`config.mk`:
```
export PLATFORM = sky130hd
export DESIGN_NAME = vpm_ctrl
export DESIGN_NICKNAME = d
export VERILOG_FILES = /design/src/hdl/vpm_pkg.sv /design/src/hdl/vpm_ctrl.sv
export SDC_FILE = /design/constraint.sdc
export NUM_CORES = 1
export LEC_CHECK = 0
export ABC_AREA = 1
export BUFFER_PORTS_ARGS = -buffer_cell sky130_fd_sc_hd__buf_2
export CAP_MARGIN = 15
export CORE_MARGIN = 1
export CORE_UTILIZATION = 49
export CTS_CLUSTER_SIZE = 20
export DETAILED_ROUTE_END_ITERATION = 10
export PLACE_DENSITY_LB_ADDON = 0.3
export SLEW_MARGIN = 20
export SYNTH_ARGS = -nofsm -noshare
export SYNTH_HDL_FRONTEND = slang
export SYNTH_SLANG_ARGS = --single-unit
```
`constraint.sdc`:
```
create_clock -name clk_i -period 1.8 [get_ports clk_i]
set_clock_uncertainty 0.2 [all_clocks]
set_input_delay 0.36 -clock clk_i [delete_from_list [all_inputs] [get_ports clk_i]]
set_output_delay 0.36 -clock clk_i [all_outputs]
set_load 0.1 [all_outputs]
```
`src/hdl/vpm_pkg.sv`:
```
// Shared constants, command codes and controller/datapath interface types
// for the virtual page map allocator. No dependencies.
package vpm_pkg;

  localparam int VIRT_PAGES = 8192;
  localparam int PHYS_PAGES = 4096;
  localparam int PAGE_BYTES = 4096;

  localparam int ADDR_W      = 32;
  localparam int BYTES_W     = 26;
  localparam int BASE_W      = 12;
  localparam int COUNT_W     = 13;
  localparam int PA_W        = 24;
  localparam int CFG_DATA_W  = 13;

  localparam int PAGE_SHIFT  = $clog2(PAGE_BYTES);
  localparam int VPN_W       = $clog2(VIRT_PAGES);
  localparam int PPN_W       = $clog2(PHYS_PAGES);
  localparam int ENTRY_W     = PPN_W + 1;
  localparam int CUR_W       = (BASE_W > PPN_W) ? BASE_W : PPN_W;
  localparam int END_W       = PPN_W + 1;
  localparam int SUM_W       = ((BASE_W > COUNT_W) ? BASE_W : COUNT_W) + 1;
  localparam int PAGES_W     = BYTES_W - PAGE_SHIFT + 1;
  localparam int NEED_W      = ((END_W > PAGES_W) ? END_W : PAGES_W) + 1;
  localparam int CLR_N       = (VIRT_PAGES > PHYS_PAGES) ? VIRT_PAGES : PHYS_PAGES;
  localparam int CLR_W       = $clog2(CLR_N);

  typedef enum logic [1:0] {
    CMD_ALLOC  = 2'd0,
    CMD_LOOKUP = 2'd1,
    CMD_DIRTY  = 2'd2,
    CMD_NONE   = 2'd3
  } cmd_e;

  typedef enum logic [0:0] {
    REG_BASE  = 1'b0,
    REG_COUNT = 1'b1
  } reg_e;

  typedef struct packed {
    logic clr_step;
    logic load_req;
    logic prep;
    logic start_alloc;
    logic probe;
    logic take;
    logic lk_finish;
    logic res_set;
    logic res_val;
    logic out_load;
  } vpm_cmd_t;

  typedef struct packed {
    logic clr_done;
    logic size_fail;
    logic zero_pages;
    logic exhausted;
    logic used_hit;
    logic last_page;
    logic slot_free;
  } vpm_status_t;

endpackage

```
`src/hdl/vpm_ctrl.sv`:
```
// Sequencer for clearing, allocation search, lookup and result hand-off.
// Depends on vpm_pkg.
module vpm_ctrl import vpm_pkg::*; (
  input  logic        clk_i,
  input  logic        rst_ni,
  input  logic        in_valid_i,
  input  logic [1:0]  in_cmd_i,
  output logic        in_ready_o,
  input  vpm_status_t status_i,
  output vpm_cmd_t    cmd_o
);

  typedef enum logic [8:0] {
    S_CLEAR   = 9'b000000001,
    S_IDLE    = 9'b000000010,
    S_PREP    = 9'b000000100,
    S_CHECK   = 9'b000001000,
    S_PROBE   = 9'b000010000,
    S_TEST    = 9'b000100000,
    S_LK_READ = 9'b001000000,
    S_LK_DATA = 9'b010000000,
    S_RESP    = 9'b100000000
  } state_e;

  state_e state_q, state_d;

  always_comb begin
    state_d    = state_q;
    cmd_o      = '0;
    in_ready_o = 1'b0;
    unique case (state_q)
      S_CLEAR: begin
        cmd_o.clr_step = 1'b1;
        if (status_i.clr_done) state_d = S_IDLE;
      end
      S_IDLE: begin
        in_ready_o = 1'b1;
        if (in_valid_i) begin
          cmd_o.load_req = 1'b1;
          unique case (cmd_e'(in_cmd_i)) inside
            CMD_ALLOC: state_d = S_PREP;
            CMD_LOOKUP, CMD_DIRTY: state_d = S_LK_READ;
            default: begin
              cmd_o.res_set = 1'b1;
              state_d       = S_RESP;
            end
          endcase
        end
      end
      S_PREP: begin
        cmd_o.prep = 1'b1;
        state_d    = S_CHECK;
      end
      S_CHECK: begin
        if (status_i.size_fail) begin
          cmd_o.res_set = 1'b1;
          state_d       = S_RESP;
        end else if (status_i.zero_pages) begin
          cmd_o.res_set = 1'b1;
          cmd_o.res_val = 1'b1;
          state_d       = S_RESP;
        end else begin
          cmd_o.start_alloc = 1'b1;
          state_d           = S_PROBE;
        end
      end
      S_PROBE: begin
        if (status_i.exhausted) begin
          cmd_o.res_set = 1'b1;
          state_d       = S_RESP;
        end else begin
          cmd_o.probe = 1'b1;
          state_d     = S_TEST;
        end
      end
      S_TEST: begin
        if (!status_i.used_hit) begin
          cmd_o.take = 1'b1;
          if (status_i.last_page) begin
            cmd_o.res_set = 1'b1;
            cmd_o.res_val = 1'b1;
            state_d       = S_RESP;
          end else begin
            state_d = S_PROBE;
          end
        end else begin
          state_d = S_PROBE;
        end
      end
      S_LK_READ: state_d = S_LK_DATA;
      S_LK_DATA: begin
        cmd_o.lk_finish = 1'b1;
        state_d         = S_RESP;
      end
      S_RESP: begin
        if (status_i.slot_free) begin
          cmd_o.out_load = 1'b1;
          state_d        = S_IDLE;
        end
      end
      default: state_d = S_CLEAR;
    endcase
  end

  always_ff @(posedge clk_i or negedge rst_ni) begin
    if (!rst_ni) begin
      state_q <= S_CLEAR;
    end else begin
      state_q <= state_d;
    end
  end

endmodule

```
==> qor.yml, run 1 <==
status: "aborted with a tool error"
lastStage: "clock tree synthesis"
firstError: "[ERROR DPL-0038] Utilization greater than 100%, impossible to legalize"
seq_area_frac_synth: 0.305
async_reset_ff_frac: 1.00
syn-cell-area_um2: 743
post_synth.cell_area_avg_um2: 6.64
cts_buffers: 3
num_rows: 13
hpwl_um: 1960
synth_edf_count: 0
synthTopCellsByCount: "inv_1 (24), nand2_1 (19), nor2_1 (18)"
dp_cells: 165
synth_cells: 112
numPortBuffers: 22
htreeDepth: 1
die_y_um: 40.9
place_congestion: 0.777
ys.flop_type: "dfrtp_1"
cts_hold_buf: 1
yosys.area.top_type: "dfrtp_1"
synth_nets: 126
cts_sinks: 9
num_io_pins: 23
clockBufferDepth: 2
synth_seq_cells: 9
die_x_um: 40.9
root_buffer: "clkbuf_4"
ys_types: 20
cts_resized: 28
yosysTopAreaCellShare: 0.269
synth_warnings: 0
synth.most_common_cell: "inv_1"
post-cts-setup-buffers: 11
start_util: 0.551
ys_top_cells_by_area: "dfrtp_1 (27%), inv_1 (12%), nand2_1 (9.6%)"
==> per-stage QoR <==
stage | hold WS (ns) | worst slack, ns | area [µm²] | util
floorplan | -0.136 | -1.06 | 807 | -
global placement | 0.0205 | -0.100 | 1220 | 0.905
detailed placement | 0.0244 | -0.192 | 1220 | 0.905
==> logic make-up after synthesis <==
group | after synthesis | synth area share
AND/OR/NAND/NOR | 70 | 0.490
buffers and inverters | 26 | 0.131
flip-flops | 9 | 0.305
AO/OA/AOI/OAI | 5 | 0.0404
adder cells (fa/ha/maj) | 2 | 0.0337
==> inputs of run 2 (changes only) <==
--- a/config.mk
+++ b/config.mk
@@ -8,11 +8,10 @@
 export ABC_AREA = 1
 export BUFFER_PORTS_ARGS = -buffer_cell sky130_fd_sc_hd__buf_2
 export CAP_MARGIN = 15
-export CORE_MARGIN = 1
-export CORE_UTILIZATION = 49
-export CTS_CLUSTER_SIZE = 20
+export CORE_AREA = 2 2 63 65
 export DETAILED_ROUTE_END_ITERATION = 10
-export PLACE_DENSITY_LB_ADDON = 0.3
+export DIE_AREA = 0 0 65 67
+export PLACE_DENSITY_LB_ADDON = 0.15
 export SLEW_MARGIN = 20
 export SYNTH_ARGS = -nofsm -noshare
 export SYNTH_HDL_FRONTEND = slang
==> qor.yml, run 2 <==
grt_usage: 0.104
min_path_type: "input pin to flip-flop"
grt_antenna_before_repair: 0
most-common-layout-cells: "inv_1 (20), buf_4 (18), nor2_4 (16), nand2_1 (13), nand2_2 (12)"
p_comb_frac: 0.696
internal_power_mw: 0.877
crit_arrival_ns: 1.62
async_reset_ff_frac: 1.00
fmax_mhz: 458
synth_cells: 112
cts_tree: "built"
min_from: "status_i[3]"
synth_seq_cells: 9
layout-drive-gt1-share: 0.619
whs_endpoint: "state_q[5]"
post_synth.cell_area_avg_um2: 6.64
r2r-end: "state_q[8]"
vias: 838
crit_required_ns: 1.24
ys.flop_type: "dfrtp_1"
syn-cell-area_um2: 743
crit_family: "buffers and inverters"
r2r_cells: 11
crit_path_frequent_cell: "buf_4"
final_common_cell: "inv_1"
place_congestion: 0.795
slowest_stage: "dfrtp_1"
num_io_pins: 23
relSlewSlack: 0.824
grt_max_degree: 10
wl_um: 2070
first_pass_iters: 4
synth_edf_count: 0
hold_path_depth: 2
status: "complete, but fails checks"
num_rows: 22
ant_nets: 0
gr-total-overflow: 0
die_x_um: 65
leakagePower_nw: 0.719
setup_violations: 15
power.clock.fraction: 0.139
tightest_slew_ns: 0.262
violations: "setup timing"
nets: 175
drt_iter0_drc: 6
slowest_delay_ns: 0.41
top_register: "state_q"
die_area_mm2: 0.00436
utilization: 0.408
htreeDepth: 1
synth_nets: 126
synth_warnings: 0
start_util: 0.206
grt_pass1_wl_um: 3530
r2r_start: "state_q[6]"
ys_top_cells_by_area: "dfrtp_1 (27%), inv_1 (12%), nand2_1 (9.6%)"
yosysTopAreaCellShare: 0.269
fin_hold_ws_ns: 0.144
reg.largest.list: "state_q (9)"
swShare: 0.481
clockBufferDepth: 2
via_per_inst: 4.03
min_period_ns: 2.18
die_y_um: 67
cp-start-kind: "flip-flop"
path_cells: "buf_4, inv_1, nand2_1, nor2_4, nand4_1, buf_4, o31ai_4, buf_12"
rrSetupSlack_ns: -0.03
cp-end-kind: "output pin"
timing.final.crit_share: 1.21
cp.buffers_inverters: 4
worst_slack_ns: -0.384
yosys.area.top_type: "dfrtp_1"
clk_pin_slew_worst_paths_ns: 0.05
switching_power_mw: 0.812
cts_buffers: 3
areaGrowthSynthToFinish_pct: 97.8
rsz0062_at_grt: "yes"
cap_violations: 0
ys_types: 20
synthTopCellsByCount: "inv_1 (24), nand2_1 (19), nor2_1 (18)"
path_class: "flip-flop to output pin"
power.density_mw_per_mm2: 1150
largest_reg_flops: 9
crit_fanout: 2
cts_sinks: 9
wire_per_inst_um: 9.95
peakVddDrop_mv: 0.791
drc: 0
drv_slew: 0
hold_viol: 0
seqPwrFrac: 0.165
hpwl_um: 1610
numPortBuffers: 22
root_buffer: "clkbuf_8"
core_area_mm2: 0.00361
diodes: 0
synth.most_common_cell: "inv_1"
clk_latency_ns: 0.23
seq_area_frac_synth: 0.305
grt_pass1_vias: 846
==> run 2: cell counts after synthesis <==
No cell type changed its count.
==> run 2: layout make-up <==
cell class              count  area (µm²)
multi-input cells          77         567
well taps                  48        60.1
flip-flops and latches      9         228
fillers                   358        2140
inverters                  26         111
clock buffers               4        45.0
repair buffers             44         459
==> run 2: kinds of logic after synthesis <==
group | after synthesis | share of synthesized area
flip-flops | 9 | 0.305
AO/OA/AOI/OAI | 5 | 0.0404
adder cells (fa/ha/maj) | 2 | 0.0337
buffers and inverters | 26 | 0.131
AND/OR/NAND/NOR | 70 | 0.490
==> run 2: through the flow <==
step	setup WS [ns]	setup TNS (ns)	total power [mW]	std cells	cell area [µm²]
final	-0.384	-3.11	1.69	208	1470
after global routing	-0.472	-4.23	1.79	208	1470
after CTS	-0.385	-3.13	1.64	205	1400
after detailed placement	-0.148	-0.449	1.30	197	1250
after global placement	-0.145	-0.391	1.30	197	1250
after floorplan	-1.06	-2.63	0.916	112	807
==> run 2: worst register-to-register path: stages (launching register included) <==
cell and delay (ns):
dfrtp_1 0.41, nor2_4 0.16, nand2_2 0.09, nor2_4 0.13
buf_4 0.13, buf_6 0.09, nand3_4 0.06, buf_4 0.15
nor2_4 0.11, nor2_4 0.06, nand3_1 0.09, nand2_1 0.05
==> run 2: routing by layer <==
metal | GRT usage | vias up | wire (µm)
met4 | 0.0559 | 0 | 42
met5 | 0 | - | 0
met2 | 0.184 | 19 | 1120
met1 | 0.123 | 381 | 839
met3 | 0.0101 | 4 | 70
li1 | - | 434 | -
==> run 2: timing repair <==
action | in CTS | in global routing
hold endpoints to repair | 8 | 0
hold buffers | 1 | 0
pin swaps | 9 | 6
setup buffers | 3 | 7
gates resized for setup | 18 | 16
gates cloned | 0 | 0
endpoints found under the setup margin | 11 | 16
==> run 2: worst max-delay path by stage <==
| stage | from | end | slack [ns] | depth (start not counted) |
|---|---|---|---|---|
| after global placement | state_q[2] | cmd_o[2] | -0.14 | 6 |
| after global routing | state_q[2] | cmd_o[2] | -0.47 | 8 |
| after floorplan | state_q[2] | cmd_o[2] | -1.06 | 5 |
| final | state_q[4] | cmd_o[1] | -0.38 | 8 |
| after CTS | state_q[4] | cmd_o[2] | -0.39 | 6 |
| after detailed placement | state_q[7] | cmd_o[2] | -0.15 | 6 |
==> run 2: power groups by stage <==
| stage | clock network [mW] | registers, mW | logic (mW) |
|---|---|---|---|
| 2_1_floorplan | 0 | 0.277 | 0.639 |
| 3_3_place_gp | 0 | 0.276 | 1.02 |
| 3_5_place_dp | 0 | 0.277 | 1.03 |
| 4_1_cts | 0.239 | 0.276 | 1.13 |
| 5_1_grt | 0.250 | 0.282 | 1.26 |
| 6_report | 0.235 | 0.279 | 1.18 |
Power figures use the tool's default switching activity.
==> inputs of run 3 (changes only) <==
--- a/config.mk
+++ b/config.mk
@@ -12,6 +12,7 @@
 export DETAILED_ROUTE_END_ITERATION = 10
 export DIE_AREA = 0 0 65 67
 export PLACE_DENSITY_LB_ADDON = 0.15
+export SETUP_SLACK_MARGIN = 0.1
 export SLEW_MARGIN = 20
 export SYNTH_ARGS = -nofsm -noshare
 export SYNTH_HDL_FRONTEND = slang
==> qor.yml, run 3 (synthesis gave the netlist of run 2 again) <==
num_rows: 22
vias: 859
clk_latency_ns: 0.24
timing.final.crit_share: 1.22
cts_tree: "built"
via_per_inst: 3.85
hold_viol: 0
worst_slack_ns: -0.394
grt_antenna_before_repair: 0
fillers: 355
core_area_mm2: 0.00361
cts_buffers: 3
multi_input_area_um2: 588
nets: 190
place_congestion: 0.769
grt_usage: 0.116
path_cells: "buf_4, inv_1, nand2_1, nor2_2, nand4_1, buf_4, o31ai_4, buf_12"
crit_path_frequent_cell: "buf_4"
power.clock.fraction: 0.129
grt_max_degree: 10
clockBufferDepth: 2
die_x_um: 65
r2r_start: "state_q[4]"
top_register: "state_q"
die_y_um: 67
drt_iter0_drc: 3
die_area_mm2: 0.00436
most-common-layout-cells: "buf_4 (34), inv_1 (17), nor2_4 (17), nand2_2 (13), nand2_1 (12)"
peakVddDrop_mv: 0.970
numPortBuffers: 22
grt_pass1_wl_um: 3790
crit_fanout: 2
slowest_stage: "dfrtp_1"
start_util: 0.206
relSlewSlack: 0.817
seqPwrFrac: 0.150
grt_pass1_vias: 873
cp.buffers_inverters: 4
setup_violations: 16
path_class: "flip-flop to output pin"
leakagePower_nw: 0.788
utilization: 0.444
cp-end-kind: "output pin"
drc: 0
htreeDepth: 1
internal_power_mw: 0.993
crit_arrival_ns: 1.63
power.density_mw_per_mm2: 1170
ant_nets: 0
rsz0062_at_grt: "yes"
slowest_delay_ns: 0.40
crit_family: "buffers and inverters"
crit_required_ns: 1.24
regArea_um2: 228
reg.largest.list: "state_q (9)"
areaGrowthSynthToFinish_pct: 116
num_io_pins: 23
wl_um: 2140
first_pass_iters: 4
largest_reg_flops: 9
final_common_cell: "buf_4"
clk_pin_slew_worst_paths_ns: 0.04
swShare: 0.471
wire_per_inst_um: 9.61
status: "complete, but fails checks"
hpwl_um: 1640
crit_path_start: "state_q[4]"
fmax_mhz: 456
root_buffer: "clkbuf_8"
drv_slew: 0
cts_sinks: 9
switching_power_mw: 0.884
min_period_ns: 2.19
min_from: "status_i[3]"
diodes: 0
cp-start-kind: "flip-flop"
layout-drive-gt1-share: 0.697
p_comb_frac: 0.721
cap_violations: 0
post-place-ws_ns: -0.168
gr-total-overflow: 0
min_path_type: "input pin to flip-flop"
fin_hold_ws_ns: 0.151
tightest_slew_ns: 0.273
violations: "setup timing"
run 3: cell count changes in the layout (fill, tap and decap cells not counted), sizes merged:
cell,previous run,this run
buf,42,57
run 3: repair_timing:
| item | CTS | global route |
|---|---|---|
| hold endpoints to repair | 8 | 0 |
| endpoints found under the setup margin | 16 | 16 |
| gates resized for setup | 18 | 18 |
| hold buffers | 1 | 0 |
| setup buffers | 9 | 8 |
| pin swaps | 5 | 13 |
run 3: power groups by stage:
stage | Clock, mW | Sequential [mW] | Combinational, mW
after global routing | 0.261 | 0.286 | 1.45
after global placement | 0 | 0.272 | 1.09
after floorplan | 0 | 0.277 | 0.659
final | 0.242 | 0.282 | 1.35
after CTS | 0.247 | 0.271 | 1.24
after detailed placement | 0 | 0.272 | 1.09
run 3: worst paths after layout:
path                               to  slack, ns  cells past startpoint
min                        state_q[5]       0.15                      2
max in group asynchronous  state_q[0]       0.85                      2
max reg2reg                state_q[0]      -0.13                     13
min reg2reg                state_q[5]       0.53                      3
max                          cmd_o[1]      -0.39                      8
min in group asynchronous  state_q[2]       0.31                      2
run 3: area by class of cell:
cell class,count,area share
inverter,26,0.0710
multi-input combinational,77,0.367
tap,48,0.0375
clock buffer,4,0.0281
timing repair buffer,59,0.354
sequential,9,0.142
run 3: metal layers:
metal  track usage  vias up  share of wire  wire [µm]
met5             0        -              0          0
met4        0.0798        0          0.034         72
met3        0.0152        4          0.026         55
met2         0.197       12           0.55       1170
met1         0.135      380           0.39        843
li1              -      463              -          -
run 3: worst reg2reg max path, delay by kind of cell (launching register included):
kind	cells	cell delay [ns]
simple gates	7	0.63
buf+inv	5	0.59
flops	1	0.40
compound gates	1	0.04
run 3: metrics by stage:
stage | setup TNS (ns) | cell area (µm²) | power (mW) | std cells
6_report | -3.61 | 1600 | 1.88 | 223
5_1_grt | -5.00 | 1600 | 2.00 | 223
3_3_place_gp | -0.505 | 1310 | 1.36 | 202
3_5_place_dp | -0.652 | 1310 | 1.36 | 202
4_1_cts | -3.25 | 1490 | 1.76 | 216
2_1_floorplan | -2.63 | 820 | 0.936 | 112
==> inputs of run 4 (changes only) <==
--- a/config.mk
+++ b/config.mk
@@ -12,6 +12,7 @@
 export DETAILED_ROUTE_END_ITERATION = 10
 export DIE_AREA = 0 0 65 67
 export PLACE_DENSITY_LB_ADDON = 0.15
+export RECOVER_POWER = 25
 export SETUP_SLACK_MARGIN = 0.1
 export SLEW_MARGIN = 20
 export SYNTH_ARGS = -nofsm -noshare
==> constraint.sdc (replaced) <==
create_clock -name clk_i -period 2.8 [get_ports clk_i]
set_clock_uncertainty 0.2 [all_clocks]
set_input_delay 0.56 -clock clk_i [delete_from_list [all_inputs] [get_ports clk_i]]
set_output_delay 0.56 -clock clk_i [all_outputs]
set_load 0.1 [all_outputs]
==> qor.yml, run 4 (synthesis gave the netlist of run 2 again) <==
fin_hold_ws_ns: 0.315
wl_met2_um: 842
crit_required_ns: 2.04
crit_fanout: 3
gr-total-overflow: 0
cp-start-kind: "flip-flop"
die_x_um: 65
clk_pin_slew_worst_paths_ns: 0.05
setup_violations: 0
final_common_cell: "inv_1"
rrSetupSlack_ns: 1.16
num_io_pins: 23
grt_pass1_wl_um: 3020
crit_arrival_ns: 1.82
drc: 0
htreeDepth: 1
vias: 722
r2r_start: "state_q[7]"
layout-drive-gt1-share: 0.403
wire_per_inst_um: 9.80
post-place-ws_ns: 0.465
rsz0062_at_grt: "no"
grt_max_degree: 10
nets: 154
timing.final.crit_share: 0.921
multi_input_area_um2: 442
status: "completed"
top_layer: "met4"
die_area_mm2: 0.00436
cts_sinks: 9
grt_usage: 0.0965
wl_um: 1830
min_path_type: "input pin to flip-flop"
route.met3.wl_um: 76
drv_slew: 0
slowest_delay_ns: 0.46
clockBufferDepth: 2
leakagePower_nw: 0.583
power.density_mw_per_mm2: 810
worst_slack_ns: 0.220
die_y_um: 67
ant_nets: 0
fillers: 403
post-cts-setup-buffers: 0
cap_violations: 0
crit_path_start: "state_q[4]"
min_period_ns: 2.58
place_congestion: 0.794
regArea_um2: 226
first_pass_iters: 4
hold_viol: 0
cts_tree: "built"
crit_family: "simple AND/OR/NAND/NOR gates"
path_class: "flip-flop to output pin"
start_util: 0.206
clk_latency_ns: 0.23
largest_reg_flops: 9
cts_buffers: 3
cp-end-kind: "output pin"
path_cells: "nor2_4, nand2_1, nor2_1, nand2_2, o31ai_2, buf_2"
wl_met1_um: 864
endpoint: "cmd_o[1]"
via_per_inst: 3.86
diodes: 0
fmax_mhz: 388
core_area_mm2: 0.00361
r2r-end: "state_q[2]"
root_buffer: "clkbuf_8"
top_register: "state_q"
relSlewSlack: 0.656
power.total_mw: 0.804
peakVddDrop_mv: 0.392
grt_antenna_before_repair: 0
drt_iter0_drc: 17
num_rows: 22
r2r_cells: 9
cp.buffers_inverters: 1
most-common-layout-cells: "inv_1 (24), buf_2 (20), nand2_1 (19), nor2_1 (13), nor2_2 (12)"
reg.largest.list: "state_q (9)"
tightest_slew_ns: 0.516
areaGrowthSynthToFinish_pct: 33.5
hpwl_um: 1580
path_depth: 6
slowest_stage: "buf_2"
numPortBuffers: 22
grt_pass1_vias: 668
## run 4: changes by cell type in the layout (fill, tap and decap cells not counted), moves of 3 or more
cell / change
buf_12: -10
buf_2: +9
buf_4: -34
clkinvlp_4: -3
inv_1: +7
inv_2: -3
nand2_1: +7
nand2_2: -5
nor2_1: +11
nor2_2: +3
nor2_4: -14
## run 4: area by class of cell
| class | count | area share |
|---|---|---|
| flip-flops and latches | 9 | 0.228 |
| clock buffers | 4 | 0.0454 |
| repair buffers | 23 | 0.122 |
| multi-input cells | 77 | 0.445 |
| well taps | 48 | 0.0605 |
| inverters | 26 | 0.0984 |
## run 4: how the worst min path moves through the flow
stage	start	endpoint	cells after the start
after CTS	status_i[3]	state_q[5]	2
after detailed placement	rst_ni	state_q[5]	1
final	status_i[3]	state_q[5]	2
after global placement	rst_ni	state_q[4]	1
after floorplan	rst_ni	state_q[1]	0
after global routing	status_i[3]	state_q[5]	2
## run 4: through the flow
step           setup TNS, ns   util  cells  cell area [µm²]
2_1_floorplan         -0.420      -    112              766
3_3_place_gp               0  0.260    182              936
3_5_place_dp               0  0.260    182              936
4_1_cts                    0  0.275    187              991
5_1_grt                    0  0.275    187              992
6_report                   0  0.275    187              992
## run 4: where the power goes
group	total (mW)	leakage [nW]	switching, mW	internal, mW
combinational	0.470	0.441	0.355	0.115
clock	0.155	0.0228	0.0550	0.0995
sequential	0.179	0.120	0.0213	0.158
total	0.804	0.583	0.431	0.373
## run 4: timing repair
action / in CTS / in global routing
gates resized for setup: 0 / 1
hold endpoints to repair: 8 / 0
setup endpoints to repair: 0 / 1
hold buffers: 1 / 0
## run 4: metal layers
metal  vias to the layer above  track usage
met5                         -            0
met4                         0       0.0798
met3                         4       0.0118
met2                        18        0.143
met1                       313        0.124
li1                        387            -
